File: config.mk
export PLATFORM = sky130hd
export DESIGN_NAME = json_string_escaper_core_flat
export DESIGN_NICKNAME = d
export VERILOG_FILES = /design/src/rtl/jse_pkg.sv /design/src/rtl/jse_in_if.sv /design/src/rtl/jse_out_if.sv /design/src/rtl/jse_front.sv /design/src/rtl/jse_fifo.sv /design/src/rtl/jse_back.sv /design/src/rtl/json_string_escaper_core.sv /design/src/flat_wrapper.sv
export SDC_FILE = /design/constraint.sdc
export NUM_CORES = 1
export LEC_CHECK = 0
export ABC_CLOCK_PERIOD_IN_PS = 5700
export BUFFER_PORTS_ARGS = -buffer_cell sky130_fd_sc_hd__buf_4
export CAP_MARGIN = 20
export CORE_UTILIZATION = 55
export CTS_CLUSTER_SIZE = 10
export DETAILED_ROUTE_END_ITERATION = 6
export PLACE_DENSITY = 0.74
export SETUP_SLACK_MARGIN = 0.1
export SLEW_MARGIN = 20
export SYNTH_ARGS = -nofsm -noshare
export SYNTH_HDL_FRONTEND = slang
export SYNTH_SLANG_ARGS = --single-unit
File: constraint.sdc
create_clock -name i_clk -period 5.7 [get_ports i_clk]
set_input_delay 0 -clock i_clk [delete_from_list [all_inputs] [get_ports i_clk]]
set_output_delay 0 -clock i_clk [all_outputs]
set_load 0.1 [all_outputs]
File: src/rtl/jse_pkg.sv
// Shared types and constants for the JSON string escaper.
// No dependencies; imported by the front, queue and back modules.
`timescale 1ns / 1ps

package jse_pkg;

    localparam logic [7:0] C_BSLASH = 8'h5c;
    localparam logic [7:0] C_QUOTE  = 8'h22;
    localparam logic [7:0] C_CTL_HI = 8'h1f;
    localparam logic [7:0] C_PFX0   = 8'he2;
    localparam logic [7:0] C_PFX1   = 8'h80;
    localparam logic [7:0] C_LS     = 8'ha8;
    localparam logic [7:0] C_PS     = 8'ha9;
    localparam logic [7:0] C_CHR_U  = 8'h75;   // 'u'
    localparam logic [7:0] C_CHR_0  = 8'h30;   // '0'
    localparam logic [7:0] C_CHR_2  = 8'h32;   // '2'
    localparam logic [7:0] C_CHR_8  = 8'h38;   // '8'
    localparam logic [7:0] C_CHR_9  = 8'h39;   // '9'
    localparam logic [7:0] C_CHR_A  = 8'h61;   // 'a'

    localparam int MAX_OUT = 8;
    localparam int IDX_W   = $clog2(MAX_OUT);
    localparam int FIFO_DEPTH = 2;

    typedef enum logic [2:0] {
        K_NONE,
        K_RAW,
        K_ESC2,
        K_HEX6,
        K_U20
    } t_kind;

    // one classified input transaction
    typedef struct packed {
        logic [1:0] lead;     // raw prefix bytes from a broken match
        t_kind      kind;
        logic [7:0] body;     // raw byte, escape letter, source byte or final digit
        logic [1:0] tail;     // prefix bytes flushed at end of string
        logic       str_end;
    } t_cmd;

endpackage

File: src/rtl/jse_in_if.sv
// Input channel: one raw string byte per transaction.
// Depends on nothing.
`timescale 1ns / 1ps

interface jse_in_if;
    logic       valid;
    logic       ready;
    logic [7:0] in_byte;
    logic       string_end;

    modport source (output valid, output in_byte, output string_end, input ready);
    modport sink   (input valid, input in_byte, input string_end, output ready);
endinterface

File: src/rtl/jse_out_if.sv
// Output channel: one escaped text byte per transaction.
// Depends on nothing.
`timescale 1ns / 1ps

interface jse_out_if;
    logic       valid;
    logic       ready;
    logic [7:0] out_byte;
    logic       run_last;
    logic       text_end;

    modport source (output valid, output out_byte, output run_last, output text_end,
                    input ready);
    modport sink   (input valid, input out_byte, input run_last, input text_end,
                    output ready);
endinterface

File: src/rtl/jse_front.sv
// Front end: accepts input bytes, tracks the held E2 / E2 80 prefix and
// classifies each byte into a command. Depends on jse_pkg, jse_in_if.
`timescale 1ns / 1ps

module jse_front
    import jse_pkg::*;
(
    input  logic     i_clk,
    input  logic     i_rst_n,
    jse_in_if.sink   i_in,
    input  logic     i_q_full,
    output logic     o_push,
    output t_cmd     o_cmd
);

    logic [1:0] r_held;
    logic [1:0] n_held;
    logic [1:0] held_mid;
    logic       fresh;
    logic       fire;
    logic [7:0] b;
    t_cmd       cmd;

    assign b       = i_in.in_byte;
    assign i_in.ready = !i_q_full;
    assign fire    = i_in.valid && i_in.ready;

    always_comb begin
        cmd          = '0;
        cmd.kind     = K_NONE;
        cmd.str_end  = i_in.string_end;
        fresh        = 1'b1;
        held_mid     = 2'd0;
        case (r_held)
            2'd2: begin
                if (b == C_LS || b == C_PS) begin
                    cmd.kind = K_U20;
                    cmd.body = (b == C_LS) ? C_CHR_8 : C_CHR_9;
                    fresh    = 1'b0;
                end else begin
                    cmd.lead = 2'd2;
                end
            end
            2'd1: begin
                if (b == C_PFX1) begin
                    held_mid = 2'd2;
                    fresh    = 1'b0;
                end else begin
                    cmd.lead = 2'd1;
                end
            end
            default: ;
        endcase

        if (fresh) begin
            cmd.body = b;
            if (b == C_PFX0) begin
                held_mid = 2'd1;
            end else begin
                case (b)
                    C_BSLASH, C_QUOTE: cmd.kind = K_ESC2;
                    8'h08: begin cmd.kind = K_ESC2; cmd.body = 8'h62; end
                    8'h0c: begin cmd.kind = K_ESC2; cmd.body = 8'h66; end
                    8'h0a: begin cmd.kind = K_ESC2; cmd.body = 8'h6e; end
                    8'h0d: begin cmd.kind = K_ESC2; cmd.body = 8'h72; end
                    8'h09: begin cmd.kind = K_ESC2; cmd.body = 8'h74; end
                    default: cmd.kind = (b <= C_CTL_HI) ? K_HEX6 : K_RAW;
                endcase
            end
        end

        if (i_in.string_end) begin
            cmd.tail = held_mid;
            n_held   = 2'd0;
        end else begin
            n_held   = held_mid;
        end
    end

    assign o_cmd  = cmd;
    assign o_push = fire && (cmd.lead != 2'd0 || cmd.kind != K_NONE || cmd.tail != 2'd0);

    always_ff @(posedge i_clk) begin
        if (!i_rst_n) begin
            r_held <= 2'd0;
        end else if (fire) begin
            r_held <= n_held;
        end
    end

endmodule

File: src/rtl/jse_fifo.sv
// Two-entry command queue between the front and back ends.
// Depends on jse_pkg.
`timescale 1ns / 1ps

module jse_fifo
    import jse_pkg::*;
(
    input  logic i_clk,
    input  logic i_rst_n,
    input  logic i_push,
    input  t_cmd i_cmd,
    input  logic i_pop,
    output logic o_full,
    output logic o_empty,
    output t_cmd o_cmd
);

    localparam int PTR_W = $clog2(FIFO_DEPTH);

    t_cmd                r_mem [FIFO_DEPTH];
    logic [PTR_W-1:0]    r_wr;
    logic [PTR_W-1:0]    r_rd;
    logic [PTR_W:0]      r_cnt;

    assign o_full  = (r_cnt == (PTR_W+1)'(FIFO_DEPTH));
    assign o_empty = (r_cnt == '0);
    assign o_cmd   = r_mem[r_rd];

    always_ff @(posedge i_clk) begin
        if (i_push) begin
            r_mem[r_wr] <= i_cmd;
        end
    end

    always_ff @(posedge i_clk) begin
        if (!i_rst_n) begin
            r_wr  <= '0;
            r_rd  <= '0;
            r_cnt <= '0;
        end else begin
            if (i_push) begin
                r_wr <= r_wr + 1'b1;
            end
            if (i_pop) begin
                r_rd <= r_rd + 1'b1;
            end
            case ({i_push, i_pop})
                2'b10:   r_cnt <= r_cnt + 1'b1;
                2'b01:   r_cnt <= r_cnt - 1'b1;
                default: ;
            endcase
        end
    end

endmodule

File: src/rtl/jse_back.sv
// Back end: expands one queued command into its escaped byte run and
// sends the bytes one per cycle while o_out is ready. Depends on jse_pkg, jse_out_if.
`timescale 1ns / 1ps

module jse_back
    import jse_pkg::*;
(
    input  logic      i_clk,
    input  logic      i_rst_n,
    input  logic      i_q_empty,
    input  t_cmd      i_cmd,
    output logic      o_pop,
    jse_out_if.source o_out
);

    function automatic logic [7:0] hex_char(input logic [3:0] nib);
        hex_char = (nib < 4'd10) ? (C_CHR_0 + {4'd0, nib})
                                 : (C_CHR_A + {4'd0, nib} - 8'd10);
    endfunction

    logic [7:0]       r_buf [MAX_OUT];
    logic [IDX_W-1:0] r_idx;
    logic [IDX_W-1:0] r_last;
    logic             r_end;
    logic             r_busy;

    logic [7:0]       body [MAX_OUT];
    logic [IDX_W:0]   blen;
    logic [7:0]       expd [MAX_OUT];
    logic [IDX_W:0]   tot;
    logic [IDX_W:0]   kk;
    logic [IDX_W:0]   j;
    logic [IDX_W:0]   t;
    logic             at_last;
    logic             load;

    always_comb begin
        for (int k = 0; k < MAX_OUT; k++) begin
            body[k] = 8'h00;
        end
        blen = '0;
        case (i_cmd.kind)
            K_RAW: begin
                body[0] = i_cmd.body;
                blen    = (IDX_W+1)'(1);
            end
            K_ESC2: begin
                body[0] = C_BSLASH;
                body[1] = i_cmd.body;
                blen    = (IDX_W+1)'(2);
            end
            K_HEX6: begin
                body[0] = C_BSLASH;
                body[1] = C_CHR_U;
                body[2] = C_CHR_0;
                body[3] = C_CHR_0;
                body[4] = hex_char(i_cmd.body[7:4]);
                body[5] = hex_char(i_cmd.body[3:0]);
                blen    = (IDX_W+1)'(6);
            end
            K_U20: begin
                body[0] = C_BSLASH;
                body[1] = C_CHR_U;
                body[2] = C_CHR_2;
                body[3] = C_CHR_0;
                body[4] = C_CHR_2;
                body[5] = i_cmd.body;
                blen    = (IDX_W+1)'(6);
            end
            default: ;
        endcase

        for (int k = 0; k < MAX_OUT; k++) begin
            kk = (IDX_W+1)'(k);
            j  = kk - (IDX_W+1)'(i_cmd.lead);
            t  = j - blen;
            if (kk < (IDX_W+1)'(i_cmd.lead)) begin
                expd[k] = (kk == '0) ? C_PFX0 : C_PFX1;
            end else if (j < blen) begin
                expd[k] = body[j[IDX_W-1:0]];
            end else begin
                expd[k] = (t == '0) ? C_PFX0 : C_PFX1;
            end
        end

        tot = (IDX_W+1)'(i_cmd.lead) + blen + (IDX_W+1)'(i_cmd.tail);
    end

    assign at_last = (r_idx == r_last);
    assign load    = !i_q_empty && (!r_busy || (o_out.ready && at_last));
    assign o_pop   = load;

    assign o_out.valid    = r_busy;
    assign o_out.out_byte = r_buf[r_idx];
    assign o_out.run_last = at_last;
    assign o_out.text_end = at_last && r_end;

    always_ff @(posedge i_clk) begin
        if (load) begin
            for (int k = 0; k < MAX_OUT; k++) begin
                r_buf[k] <= expd[k];
            end
            r_last <= IDX_W'(tot - 1'b1);
            r_end  <= i_cmd.str_end;
        end
    end

    always_ff @(posedge i_clk) begin
        if (!i_rst_n) begin
            r_busy <= 1'b0;
            r_idx  <= '0;
        end else if (load) begin
            r_busy <= 1'b1;
            r_idx  <= '0;
        end else if (r_busy && o_out.ready) begin
            if (at_last) begin
                r_busy <= 1'b0;
            end else begin
                r_idx <= r_idx + 1'b1;
            end
        end
    end

endmodule

File: src/rtl/json_string_escaper_core.sv
// JSON string escaper, top level: front classifier, command queue, back expander.
// Depends on jse_pkg, jse_in_if, jse_out_if, jse_front, jse_fifo, jse_back.
//
// Usage:
//   i_in carries one raw UTF-8 byte per transaction with string_end set on the
//   string's final byte. o_out carries the escaped text, one byte per
//   transaction; run_last marks the last byte caused by one input byte and
//   text_end the final byte of the string.
//   A command passes through the command queue and the back-end run buffer.
//   Throughput: one input per cycle while o_out is ready and each byte maps to
//   one output byte; an input that expands to N bytes (up to 8) keeps the back
//   end busy until they are sent, and the 2-entry command queue then fills and
//   holds off i_in. Bytes E2 and E2 80 are held in the front end and produce no
//   transaction until the next byte or end of string decides them.
//   Reset (synchronous, active low) empties the queue, drops any held prefix
//   and any partly sent run. A stall on o_out freezes the current byte; the
//   front keeps accepting until the queue is full.
`timescale 1ns / 1ps

module json_string_escaper_core
    import jse_pkg::*;
(
    input  logic      i_clk,
    input  logic      i_rst_n,
    jse_in_if.sink    i_in,
    jse_out_if.source o_out
);

    logic push;
    logic pop;
    logic q_full;
    logic q_empty;
    t_cmd cmd_in;
    t_cmd cmd_out;

    jse_front u_front (
        .i_clk    (i_clk),
        .i_rst_n  (i_rst_n),
        .i_in     (i_in),
        .i_q_full (q_full),
        .o_push   (push),
        .o_cmd    (cmd_in)
    );

    jse_fifo u_fifo (
        .i_clk   (i_clk),
        .i_rst_n (i_rst_n),
        .i_push  (push),
        .i_cmd   (cmd_in),
        .i_pop   (pop),
        .o_full  (q_full),
        .o_empty (q_empty),
        .o_cmd   (cmd_out)
    );

    jse_back u_back (
        .i_clk     (i_clk),
        .i_rst_n   (i_rst_n),
        .i_q_empty (q_empty),
        .i_cmd     (cmd_out),
        .o_pop     (pop),
        .o_out     (o_out)
    );

endmodule

File: src/flat_wrapper.sv
// flat-port wrapper written by rule: the top's interface ports become plain ports
module json_string_escaper_core_flat import jse_pkg::*;
  (i_clk, i_rst_n, i_in_valid, i_in_in_byte, i_in_string_end, i_in_ready, o_out_valid, o_out_out_byte, o_out_run_last, o_out_text_end, o_out_ready);
  jse_in_if i_in_i ();
  jse_out_if o_out_i ();
  input  logic i_clk;
  input  logic i_rst_n;
  input wire logic [$bits(i_in_i.valid)-1:0] i_in_valid;
  input wire logic [$bits(i_in_i.in_byte)-1:0] i_in_in_byte;
  input wire logic [$bits(i_in_i.string_end)-1:0] i_in_string_end;
  output wire logic [$bits(i_in_i.ready)-1:0] i_in_ready;
  output wire logic [$bits(o_out_i.valid)-1:0] o_out_valid;
  output wire logic [$bits(o_out_i.out_byte)-1:0] o_out_out_byte;
  output wire logic [$bits(o_out_i.run_last)-1:0] o_out_run_last;
  output wire logic [$bits(o_out_i.text_end)-1:0] o_out_text_end;
  input wire logic [$bits(o_out_i.ready)-1:0] o_out_ready;
  assign i_in_i.valid = i_in_valid;
  assign i_in_i.in_byte = i_in_in_byte;
  assign i_in_i.string_end = i_in_string_end;
  assign i_in_ready = i_in_i.ready;
  assign o_out_valid = o_out_i.valid;
  assign o_out_out_byte = o_out_i.out_byte;
  assign o_out_run_last = o_out_i.run_last;
  assign o_out_text_end = o_out_i.text_end;
  assign o_out_i.ready = o_out_ready;
  json_string_escaper_core u_core (.i_clk(i_clk), .i_rst_n(i_rst_n), .i_in(i_in_i), .o_out(o_out_i));
endmodule
-- Word-level counts from Yosys, hierarchy flattened
Memories as Yosys holds them, arrays and structs flattened. A register that Yosys moved wholly into a read port is not among the register bits.
Cells that the tools add are included.
- output and inout bits: 12
- word-level logic and storage cells: 208
- bits in writable memories: 96
- memories: 2
- bits of input ports: 13
- bits in registers: 14
- add/sub/neg operators: 30
- reduce and logical (&&, ||, !) cells: 34
- equal/unequal tests: 21
- muxes and demuxes: 81
- bitwise operators: 10
- $lt $le $gt $ge: 22
- memories (name ; depth ; bits a word ; read ports ; clocked after memory_dff ; wr ports ; RTL line ; source):
    u_core.u_back.r_buf ; 8 ; 8 ; 1 ; 1 ; 8 ; jse_back.sv:21 ; logic [7:0] r_buf [MAX_OUT];
    u_core.u_fifo.r_mem ; 2 ; 16 ; 1 ; 1 ; 1 ; jse_fifo.sv:20 ; t_cmd r_mem [FIFO_DEPTH];
- operators with widths (operator ; number):
    $mux W8 ; 29
    $bmux W8 S3 ; 8
    $pmux W30 S2 ; 1
    $mux W7 ; 8
    $mux W11 ; 4
    $eq A8 B4 Y1 const B ; 5
    $pmux W8 S5 ; 1
    $eq A8 B8 Y1 const B ; 4
    $ge A4 B4 Y1 const B ; 8
    $logic_not A4 Y1 ; 8
    $lt A4 B4 Y1 ; 8
    $not A3 Y4 ; 8
    $pmux W8 S2 ; 2
    $sub A4 B4 Y4 ; 8
    $mux W2 ; 9
    $add A7 B4 Y8 const A ; 2
    $sub A3 B2 Y4 const A ; 4
    $sub A8 B4 Y8 const B ; 2
    $add A6 B4 Y7 const A ; 2
    $mux W1 ; 13
    $reduce_bool A2 Y1 ; 5
    $pmux W3 S3 ; 1
    $eq A8 B6 Y1 const B ; 1
    $eq A8 B7 Y1 const B ; 1
    other kinds (32) ; 56

-- Longest topological paths before layout
Gate-level depths: netlist (run 1).
- depth after elaboration: 12
- depth in mapped cells: 14

-- Modules after synthesis
A second synthesis (run 1) with hierarchy kept.
- cells, all modules: 653
- area total of the unflattened synthesis: 7124.3 um2
- by module, submodules not included (module ; times used ; cells each ; area an instance (um2)):
    jse_back ; 1 ; 501 ; 5206.2
    jse_fifo ; 1 ; 72 ; 1367.6
    jse_front ; 1 ; 80 ; 550.5

-- Least setup slack after synthesis (run 1)
Ideal clock, no wire load.
- path kind: register -> register
- start point: reg u_core.u_back.r_last[1]
- end point: reg u_core.u_fifo.r_cnt[1]
- setup time: 0.076 ns
- path slack: -1.760 ns
- arrival time: 7.384 ns
- clock period less this slack: 7.460 ns
- path buffers: 0
- cell stages (with the launch flop): 8
- cell sequence: edfxtp_1 -> xor2_1 -> nor3_1 -> a21boi_0 -> nor2_1 -> ha_1 -> or3_1 -> a21boi_0
- longest elaborated chain between the ends: 6
- elaborated cells on any way between the ends: 8
- those cells by class: eq/ne (3); mux (1); reduce/logical (4)
- RTL lines (element ; RTL line ; source):
    from (decl) ; jse_back.sv:23 ; logic [IDX_W-1:0] r_last;
    from (signal assigned) ; jse_back.sv:103 ; r_last <= IDX_W'(tot - 1'b1);
    $eq A3 B3 Y1 * ; jse_back.sv:89 ; assign at_last = (r_idx == r_last);
    via o_out_run_last ; flat_wrapper.sv:14 ; output wire logic [$bits(o_out_i.run_last)-1:0] o_out_run_last;
    $logic_and A1 B1 Y1 * ; jse_back.sv:90 ; assign load = !i_q_empty && (!r_busy || (o_out.ready && at_last));
    $logic_or A1 B1 Y1 * ; jse_back.sv:90 ;
    $logic_and A1 B1 Y1 * ; jse_back.sv:90 ;
    via u_core.pop ; json_string_escaper_core.sv:30 ; logic pop;
    $eq A2 B1 Y1 / $eq A2 B2 Y1 (equally long branches) ; jse_fifo.sv:47 ; case ({i_push, i_pop})
    $pmux W2 S2 / $reduce_bool A2 Y1 (equally long branches) ; - ;
    to (signal assigned) ; jse_fifo.sv:48 ; 2'b10: r_cnt <= r_cnt + 1'b1;
    to (signal assigned) ; jse_fifo.sv:49 ; 2'b01: r_cnt <= r_cnt - 1'b1;
    to (decl) ; jse_fifo.sv:23 ; logic [PTR_W:0] r_cnt;
Mark *: on every way through the listed nets, which the timed path passes. The rest lies on a longest branch.
A chain may end at the register's enable or synchronous reset.

==> results of run 1 <==
through the flow:
stage	hold WS [ns]	power, mW
finish	0.0115	4.66
floorplan	0.0989	3.07
global route	0.0401	4.91
CTS	0.0113	4.65
detailed placement	0.231	3.60
global placement	0.226	3.57
per-layer routing:
layer	global-route usage (%)	vias up
li1	-	2503
met1	35.0	2539
met2	45.4	172
met3	6.22	33
met4	12.9	0
met5	0	-
worst paths after layout:
path / end / slack [ns] / depth (start not counted)
setup / recovery: u_core.u_back.r_buf[4][1] / 1.39 / 11
hold / removal: u_core.u_front.r_held[1] / 0.01 / 4
setup reg to reg: u_core.u_back.r_buf[4][1] / 1.39 / 11
hold reg to reg: u_core.u_fifo.r_cnt[1] / 0.56 / 2
cells by family after synthesis:
group | Yosys count
simple gates | 195
compound gates | 181
flops | 114
buf+inv | 59
mux | 44
fa+ha+maj | 40
xor+xnor | 12
state kept, by name, summed over array words and instances, names as in the netlist, named ones only:
name,flops
u_core.u_back.r_last,3
u_core.u_back.r_idx,3
u_core.u_back.r_buf,64
u_core.u_fifo.r_wr,1
u_core.u_front.r_held,2
u_core.u_fifo.r_cnt,2
u_core.u_back.o_out.valid,1
u_core.u_back.r_end,1
u_core.u_fifo.r_mem,32
u_core.u_fifo.r_rd,1
worst min-delay path: stages:
cell     delay (ns)
buf_4          0.11
nand2_1        0.11
a32oi_1        0.07
nor2b_1        0.10
power breakdown:
part,internal (mW),switching [mW]
Clock,0.673,0.361
Combinational,0.740,1.44
Sequential,1.30,0.144
cell usage in the layout (no fill, tap or decap), drive strengths merged, types with 8 or more instances in the layout:
master / synthesis / routed
dfxtp: 14 / 14
mux2: 15 / 15
inv: 34 / 34
mux4: 16 / 16
fa: 8 / 8
clkbuf: 7 / 18
a21o: 8 / 8
o21ai: 57 / 57
nor2: 65 / 65
nand2: 44 / 44
edfxtp: 100 / 100
clkinv: 0 / 8
nand2b: 12 / 12
buf: 18 / 31
nor3: 17 / 17
mux2i: 13 / 13
nand3: 18 / 18
ha: 32 / 32
a21oi: 43 / 43
cell type report:
class,instances,area (sq um)
inverters,34,128
repair buffers,37,293
clock inverters,13,144
well taps,172,215
flip-flops and latches,114,3290
multi-input cells,472,3560
clock buffers,18,429
fillers,1052,4560
==> results by group, run 1 <==
STA
  • Final setup margin: 1.39 ns
  • Fin Clk Skew: 0.00837 ns
  • Slew margin rel.: 39.6%
  • Min Tclk post-route: 4.31 ns
  • RSZ-0062 raised after global routing: no
  • Worst slew pin tran: 0.907 ns
  • Setup violations, final: 0
  • Final hold violations: 0
  • FMAX: 232 MHz
  • Slew Limit Fails: 0
  • Setup TNS: 0 ns
  • Fin crit share: 75.7%

Cells and area
  • Layout area overhead: 13.4%
  • Layout cells sized above 1: 17.4%
  • Antenna Diode Count: 0
  • Nets@finish: 729
  • Final core occ: 63.9%
  • Post-route cell area: 0.00806 sq mm
  • Fin cells: 860

Placement
  • Post-Place Setup Slack: 1.39 ns
  • Post-DP HPWL: 12600 um
  • Post-Place Cells: 823
  • IO Port Bufs: 24
  • Post-Place Cell Area: 0.00742 sq mm
  • GPL Wtd Cong: 0.922

Synthesis
  • Synth Cell Area: 0.00711 sq mm
  • Simple-Gate Fraction of Synth Area: 13.9%
  • Post-synthesis mux area share: 10.2%
  • Async SR Flop Fraction: 0%
  • Synth top area cells: edfxtp_1 42%, ha_1 5.6%, mux4_2 5.1%
  • Synth Area in Adders: 7.89%
  • Post-synthesis xor/xnor area fraction: 1.48%
  • Synthesis Warnings: 0
  • Leading area contributor after synthesis: edfxtp_1
  • Top-count cell post-synth: edfxtp_1
  • Flop and latch count out of synthesis: 114
  • Largest family of logic cells by synthesized area: compound AO/OA/AOI/OAI gates
  • Primary FF master, synth: edfxtp_1
  • Post-synth EDFFs: 100
  • Syn avg cell area: 11.0 sq um
  • Cells after synthesis: 645
  • Netlist cell types: 80
  • Top cell type's share of synthesized area: 42.3%
  • Synth top cells by count: 100 x edfxtp_1, 65 x nor2_1, 55 x o21ai_0
  • Complex-gate fraction of the synthesized area: 16.5%
  • Sequential area share after synthesis: 46.2%
  • Synth Net Count: 698

Flow run
  • Max-cap violations: 0

Worst setup path
  • Arr. time, crit path: 4.48 ns
  • Max Fanout on Critical Path: 35
  • Crit Path Category: reg2reg
  • Crit path top cell by count: inv_1
  • WP buf/inv: 4
  • CP max stage delay: 0.92 ns
  • Slowest CP cell: dfxtp_2
  • Worst-path cell chain: mux2i_2 > buf_4 > ha_1 > inv_1 > fa_1 > inv_1 > fa_1 > nor2_1 > nand2_1 > inv_1 > a221o_1
  • Critical path required time: 5.87 ns
  • Crit end category: flop
  • Worst Setup Start Kind: flop
  • Cell family with most CP delay: adder cells

Global routing
  • Number of global-route vias before repair: 5008
  • Initial antenna violation count: 0
  • Global-route wire length before repair: 26900 um
  • GRT Residual Overflow: 0
  • Largest net degree at the start of global routing: 71
  • Total track usage: 27.7%

Clock tree
  • TritonCTS clock tree: done
  • Hold_buf cts: 6
  • CTS root buf: clkbuf_16
  • Worst-path clk slew: 0.05 ns
  • H-tree Lvls: 4
  • PostCTS Resize Cnt: 0
  • CTS sink count: 114
  • Post-CTS setup buffer count: 0
  • Clock buffer depth: 2
  • Total CTS buffers: 17
  • Worst skew pair latency: 0.42 ns

Detailed routing
  • Vias per Instance: 6.10
  • Top sig layer: met4
  • First-pass detailed-route iteration total: 5
  • Total Routed Length: 17200 um
  • Via count: 5247
  • Routed WL per cell: 20.0 um
  • ANT nets after route: 0
  • Met2 routed WL: 8490 um
  • DRT iter0 DRCs: 495
  • Routed met3 length: 1030 um
  • # DRC: 0
  • M1 wire length: 7260 um

Hold path
  • HP Start: i_in_valid
  • Class of the worst hold path: in2reg

Floorplanning
  • Width of the chip: 116 um
  • Starting Density: 56.3%
  • Num rows: 41
  • Ports: 25
  • Core area: 0.0126 sq mm
  • Die Height: 116 um
  • Die ar.: 0.0134 sq mm

Power and ir drop
  • Pwr Density: 578 mW/mm^2
  • Leak: 2.90 nW
  • Worst ir drop on vdd: 326 uV

Status
  • Outcome: completed
(Power assumes the default switching activity.)
==> inputs of run 2 (changes only) <==
--- a/config.mk
+++ b/config.mk
@@ -5,7 +5,7 @@
 export SDC_FILE = /design/constraint.sdc
 export NUM_CORES = 1
 export LEC_CHECK = 0
-export ABC_CLOCK_PERIOD_IN_PS = 5700
+export ABC_CLOCK_PERIOD_IN_PS = 4130
 export BUFFER_PORTS_ARGS = -buffer_cell sky130_fd_sc_hd__buf_4
 export CAP_MARGIN = 20
 export CORE_UTILIZATION = 55
==> constraint.sdc (replaced) <==
create_clock -name i_clk -period 4.13 [get_ports i_clk]
set_input_delay 0 -clock i_clk [delete_from_list [all_inputs] [get_ports i_clk]]
set_output_delay 0 -clock i_clk [all_outputs]
set_load 0.1 [all_outputs]
==> run 2 against run 1 <==
Register-to-register slack worse by 1.0 ns. Critical path depth down 1. Setup slack worse by 1.0 ns. Critical endpoint is now u_core.u_back.r_buf[3][6]. Worst hold slack worse by 0.0056 ns. Combinational power up 46%. Count of clock-buffer cells in the layout up 8. Sequential share of layout area down 0.58 points. Global-route usage up 1.5 points. Cell area up 1.4%. Wire length up 6.5%. Clock skew up 0.0017 ns. Cell count up 0.93%.
==> results by group, run 2 (same netlist as run 1, synthesis figures left out) <==
Floorplanning
  • Die ar.: 0.0134 sq mm (unchanged)
  • Num rows: 41 (unchanged)
  • Die Height: 116 um (unchanged)
  • Starting Density: 56.3% (unchanged)
  • Ports: 25 (unchanged)
  • Core area: 0.0126 sq mm (unchanged)
  • Width of the chip: 116 um (unchanged)

Worst setup path
  • CP max stage delay: 0.60 ns (-0.32 ns)
  • Worst Setup Start Kind: flop
  • Critical path required time: 4.38 ns (-1.49 ns)
  • Slowest CP cell: or4b_2
  • Crit end category: flop
  • Max Fanout on Critical Path: 24 (-31%)
  • Crit Path Category: reg2reg
  • Worst-path cell chain: buf_4 > mux2_4 > nor2_1 > ha_1 > fa_1 > inv_1 > ha_1 > or4b_2 > nor3_1 > o21bai_1
  • Arr. time, crit path: 4.01 ns (-0.47 ns)
  • Crit path top cell by count: ha_1

Power and ir drop
  • Pwr Density: 814 mW/mm^2 (+41%)
  • Leak: 2.97 nW (+2.6%)
  • Worst ir drop on vdd: 448 uV (+37%)

Cells and area
  • Commonest non-fill, non-tap cell in the layout: edfxtp_1
  • Nets@finish: 736 (+0.96%)
  • Antenna Diode Count: 0 (unchanged)
  • Most frequent cells in the layout: 100 x edfxtp_1, 64 x nor2_1, 55 x o21ai_0
  • Layout area overhead: 15.1%
  • Final core occ: 64.8% (+0.92 points)
  • Layout fillers: 980 (-6.8%)
  • Max FFs per register: 64 (unchanged)
  • Top Registers: u_core.u_back.r_buf: 64 flops, u_core.u_fifo.r_mem: 32 flops
  • Layout cells sized above 1: 19.0% (+1.5 points)
  • Reg with most FFs: u_core.u_back.r_buf

STA
  • RSZ-0062 raised after global routing: no
  • Final hold violations: 0 (unchanged)
  • Worst slew pin tran: 0.873 ns (-0.0333 ns)
  • Fin crit share: 91.1% (+15 points)
  • Min Tclk post-route: 3.76 ns (-0.551 ns)
  • Fin Clk Skew: 0.0100 ns (+0.00167 ns)
  • Slew Limit Fails: 0 (unchanged)
  • FMAX: 266 MHz (+15%)
  • Setup violations, final: 0 (unchanged)
  • Setup TNS: 0 ns (unchanged)
  • Slew margin rel.: 41.8% (+2.2 points)

Detailed routing
  • Routed WL per cell: 21.1 um (+5.5%)
  • Total Routed Length: 18300 um (+6.5%)
  • First-pass detailed-route iteration total: 5 (unchanged)
  • DRT iter0 DRCs: 429 (-13%)
  • Via count: 5301 (+1.0%)
  • Vias per Instance: 6.11 (about the same)
  • ANT nets after route: 0 (unchanged)
  • # DRC: 0 (unchanged)

Clock tree
  • Worst-path clk slew: 0.05 ns (about the same)
  • CTS root buf: clkbuf_16
  • Worst skew pair latency: 0.43 ns (about the same)
  • TritonCTS clock tree: done
  • Clock buffer depth: 2 (unchanged)
  • CTS sink count: 114 (unchanged)
  • H-tree Lvls: 4 (unchanged)
  • Total CTS buffers: 17 (unchanged)
  • Post-CTS setup buffer count: 0 (unchanged)

Status
  • Outcome: completed

Global routing
  • Number of global-route vias before repair: 5240 (+4.6%)
  • Total track usage: 29.2% (+1.5 points)
  • Initial antenna violation count: 0 (unchanged)
  • Largest net degree at the start of global routing: 70 (-1.4%)
  • Global-route wire length before repair: 28200 um (+5.0%)
  • GRT Residual Overflow: 0 (unchanged)

Placement
  • IO Port Bufs: 24 (unchanged)
  • GPL Wtd Cong: 0.953 (+3.4%)
  • Post-DP HPWL: 13400 um (+6.1%)

Hold path
  • Class of the worst hold path: in2reg

Flow run
  • Max-cap violations: 0 (unchanged)
## run 2: cell types whose count changed in the layout (fill, tap and decap cells not counted), moves of 2 or more
cell	change
clkbuf_16	+4
clkbuf_8	+3
clkinv_1	-4
bufinv_16	-2
buf_4	+8
## run 2: area by class of cell
class | instances | area [sq um] | area share [%]
Multi-Input combinational cell | 472 | 3570 | 43.7
Timing Repair Buffer | 44 | 343 | 4.19
Sequential cell | 114 | 3290 | 40.2
Tap cell | 172 | 215 | 2.63
Inverter | 34 | 128 | 1.56
Clock inverter | 6 | 58.8 | 0.719
Clock buffer | 26 | 574 | 7.02
## run 2: where the power goes
group | internal, mW | switching, mW
Combinational | 1.07 | 2.12
Clock | 1.02 | 0.500
Sequential | 1.79 | 0.162
## run 2: path summary, 6_finish.rpt
check / from / end / slack [ns] / cells after the start
setup / recovery: flop / u_core.u_back.r_buf[3][6] / 0.37 / 10
hold / removal: i_in_in_byte[5] / u_core.u_fifo.r_mem[0][8] / 0.006 / 3
setup reg to reg: flop / u_core.u_back.r_buf[3][6] / 0.37 / 10
hold reg to reg: u_core.u_fifo.r_cnt[1] / u_core.u_fifo.r_cnt[1] / 0.55 / 2
## run 2: repair_timing
action | CTS | global route
gates resized for setup | 0 | 0
hold buffers | 5 | 0
endpoints found under the hold margin | 20 | 0
## run 2: through the flow
step	worst slack (ns)	hold slack, ns	area, sq um	cells	power (mW)
floorplan	0.226	0.0989	7120	645	4.24
global placement	0.696	0.227	7490	831	5.04
detailed placement	0.522	0.232	7490	831	5.10
CTS	0.407	0.000835	8170	868	6.65
global route	0.228	0.0358	8180	868	6.99
finish	0.367	0.00587	8180	868	6.65
## run 2: per-layer routing
metal / global-route usage (%) / part of all wire (%)
met3: 5.60 / 4.9
met2: 50.1 / 50
met4: 15.0 / 3.5
met5: 0 / 0
met1: 35.0 / 42
## run 2: critical path: cells and delay by family, from the launching register on
| family | cells | cell delay [ns] |
|---|---|---|
| compound gates | 1 | 0.21 |
| mux | 1 | 0.40 |
| flops | 1 | 0.42 |
| simple gates | 3 | 1.26 |
| buf+inv | 2 | 0.38 |
| fa+ha+maj | 3 | 0.90 |
==> inputs of run 3 (changes only) <==
--- a/config.mk
+++ b/config.mk
@@ -12,6 +12,7 @@
 export CTS_CLUSTER_SIZE = 10
 export DETAILED_ROUTE_END_ITERATION = 6
 export PLACE_DENSITY = 0.74
+export RECOVER_POWER = 100
 export SETUP_SLACK_MARGIN = 0.1
 export SLEW_MARGIN = 20
 export SYNTH_ARGS = -nofsm -noshare
==> run 3 against run 2 <==
Largest power group unchanged. The flow now finishes with violations (capacitance limit, slew limit). Critical path type unchanged. Worst hold slack got worse by 0.0051 ns. Die area unchanged. Cell count unchanged. Cell area decreased by 1.3%. Sequential share of layout area is 0.51 points higher. Sequential power is essentially flat. Flip-flop and latch count unchanged.
==> results by group, run 3 (same netlist as run 1, synthesis figures left out) <==
Status
  • Outcome: complete, but fails checks
  • Failing checks: capacitance limit, slew limit

Detailed routing
  • # DRC: 0 (unchanged)
  • DRT iter0 DRCs: 511 (+19%)
  • Met2 routed WL: 9000 um (-0.83%)
  • Via count: 5232 (-1.3%)
  • Vias per Instance: 6.03 (-1.3%)
  • Top sig layer: met4
  • Routed WL per cell: 21.1 um (about the same)
  • Total Routed Length: 18300 um (about the same)
  • ANT nets after route: 0 (unchanged)
  • M1 wire length: 7790 um (+1.3%)
  • Routed met3 length: 908 um (+0.89%)
  • First-pass detailed-route iteration total: 5 (unchanged)

Floorplanning
  • Die Height: 116 um (unchanged)
  • Starting Density: 56.3% (unchanged)
  • Die ar.: 0.0134 sq mm (unchanged)
  • Core area: 0.0126 sq mm (unchanged)
  • Num rows: 41 (unchanged)
  • Width of the chip: 116 um (unchanged)
  • Ports: 25 (unchanged)

Cells and area
  • Nets@finish: 736 (unchanged)
  • Max FFs per register: 64 (unchanged)
  • Layout fillers: 1010 (+3.1%)
  • Layout area overhead: 13.6%
  • Antenna Diode Count: 0 (unchanged)
  • Top Registers: u_core.u_back.r_buf: 64 flops, u_core.u_fifo.r_mem: 32 flops
  • Commonest non-fill, non-tap cell in the layout: edfxtp_1
  • Most frequent cells in the layout: 100 x edfxtp_1, 64 x nor2_1, 57 x o21ai_0
  • Reg with most FFs: u_core.u_back.r_buf
  • Layout cells sized above 1: 15.4% (-3.6 points)

STA
  • Fin crit share: 90.9% (-0.22 points)
  • Min Tclk post-route: 3.75 ns (-0.00919 ns)
  • Fin Clk Skew: 0.00929 ns (-0.000744 ns)
  • Setup violations, final: 0 (unchanged)
  • Slew margin rel.: -11.7% (-53 points)
  • Final hold violations: 0 (unchanged)
  • Hold slack: 0.000776 ns (-0.00510 ns)
  • RSZ-0062 raised after global routing: no
  • FMAX: 266 MHz (+0.24%)
  • Worst slew pin tran: 1.68 ns (+0.802 ns)
  • Slew Limit Fails: 70 (+70)
  • Setup TNS: 0 ns (unchanged)

Worst setup path
  • Max Fanout on Critical Path: 24 (unchanged)
  • Crit end category: flop
  • Critical path required time: 4.38 ns (about the same)
  • Worst Setup Start Kind: flop
  • Crit Path Category: reg2reg
  • Arr. time, crit path: 4.01 ns (about the same)

Global routing
  • GRT Residual Overflow: 0 (unchanged)
  • Number of global-route vias before repair: 5240 (unchanged)
  • Largest net degree at the start of global routing: 70 (unchanged)
  • Global-route wire length before repair: 28200 um (unchanged)
  • Total track usage: 29.2% (unchanged)
  • Initial antenna violation count: 0 (unchanged)

Power and ir drop
  • Total power: 6.59 mW (-0.89%)
  • Leak: 2.90 nW (-2.5%)
  • Worst ir drop on vdd: 437 uV (-2.4%)
  • Pwr Density: 817 mW/mm^2 (+0.42%)

Clock tree
  • Worst-path clk slew: 0.05 ns (about the same)
  • Clock buffer depth: 2 (unchanged)
  • Worst skew pair latency: 0.42 ns (about the same)
  • Total CTS buffers: 17 (unchanged)
  • TritonCTS clock tree: done
  • PostCTS Resize Cnt: 0 (unchanged)
  • H-tree Lvls: 4 (unchanged)
  • CTS root buf: clkbuf_16
  • CTS sink count: 114 (unchanged)
  • Post-CTS setup buffer count: 0 (unchanged)

Placement
  • IO Port Bufs: 24 (unchanged)
  • Post-DP HPWL: 13400 um (unchanged)
  • GPL Wtd Cong: 0.953 (unchanged)

Hold path
  • Class of the worst hold path: in2reg
  • HP Start: i_in_in_byte[5]

Flow run
  • Max-cap violations: 1 (+1)
==> run 3: path summary, 6_finish.rpt <==
check | depth (start not counted) | end | slack (ns)
setup / recovery | 10 | u_core.u_back.r_buf[3][6] | 0.38
hold / removal | 3 | u_core.u_fifo.r_mem[0][8] | 0.0008
setup reg to reg | 10 | u_core.u_back.r_buf[3][6] | 0.38
hold reg to reg | 2 | u_core.u_fifo.r_cnt[1] | 0.55
==> run 3: power breakdown <==
group | switching, mW | internal [mW]
Sequential | 0.161 | 1.80
Clock | 0.498 | 1.02
Combinational | 2.11 | 1.01
==> run 3: layer usage <==
layer | track usage (%) | vias to the layer above
li1 | - | 2501
met1 | 35.0 | 2523
met2 | 50.1 | 168
met4 | 15.0 | 0
met3 | 5.60 | 40
met5 | 0 | -
==> run 3: cell type report <==
cell class                      count  area [sq um]  area share [%]
Multi-Input combinational cell    472          3530            43.8
Sequential cell                   114          3280            40.7
Inverter                           34           128            1.58
Timing Repair Buffer               44           277            3.43
Clock buffer                       26           574            7.12
Clock inverter                      6          58.8           0.729
Tap cell                          172           215            2.67
==> run 3: through the flow <==
stage / setup WS (ns) / util [%] / instance area, sq um / instances
finish: 0.377 / 63.9 / 8070 / 868
global route: 0.228 / 63.9 / 8070 / 868
CTS: 0.407 / 64.8 / 8170 / 868
detailed placement: 0.522 / 59.4 / 7490 / 831
global placement: 0.696 / 59.4 / 7490 / 831
floorplan: 0.226 / - / 7120 / 645
==> run 3: worst max-delay path: stages (launching register included) <==
cell      delay (ns)
dfxtp_2         0.42
buf_4           0.32
mux2_4          0.41
nor2_1          0.27
ha_1            0.34
fa_1            0.26
inv_1           0.06
ha_1            0.30
or4b_2          0.60
nor3_1          0.41
o21bai_1        0.20
==> run 3: timing repair <==
action                                 4_1_cts  5_1_grt
setup endpoints to repair                    0        0
endpoints found under the hold margin       20        0
hold buffers                                 5        0
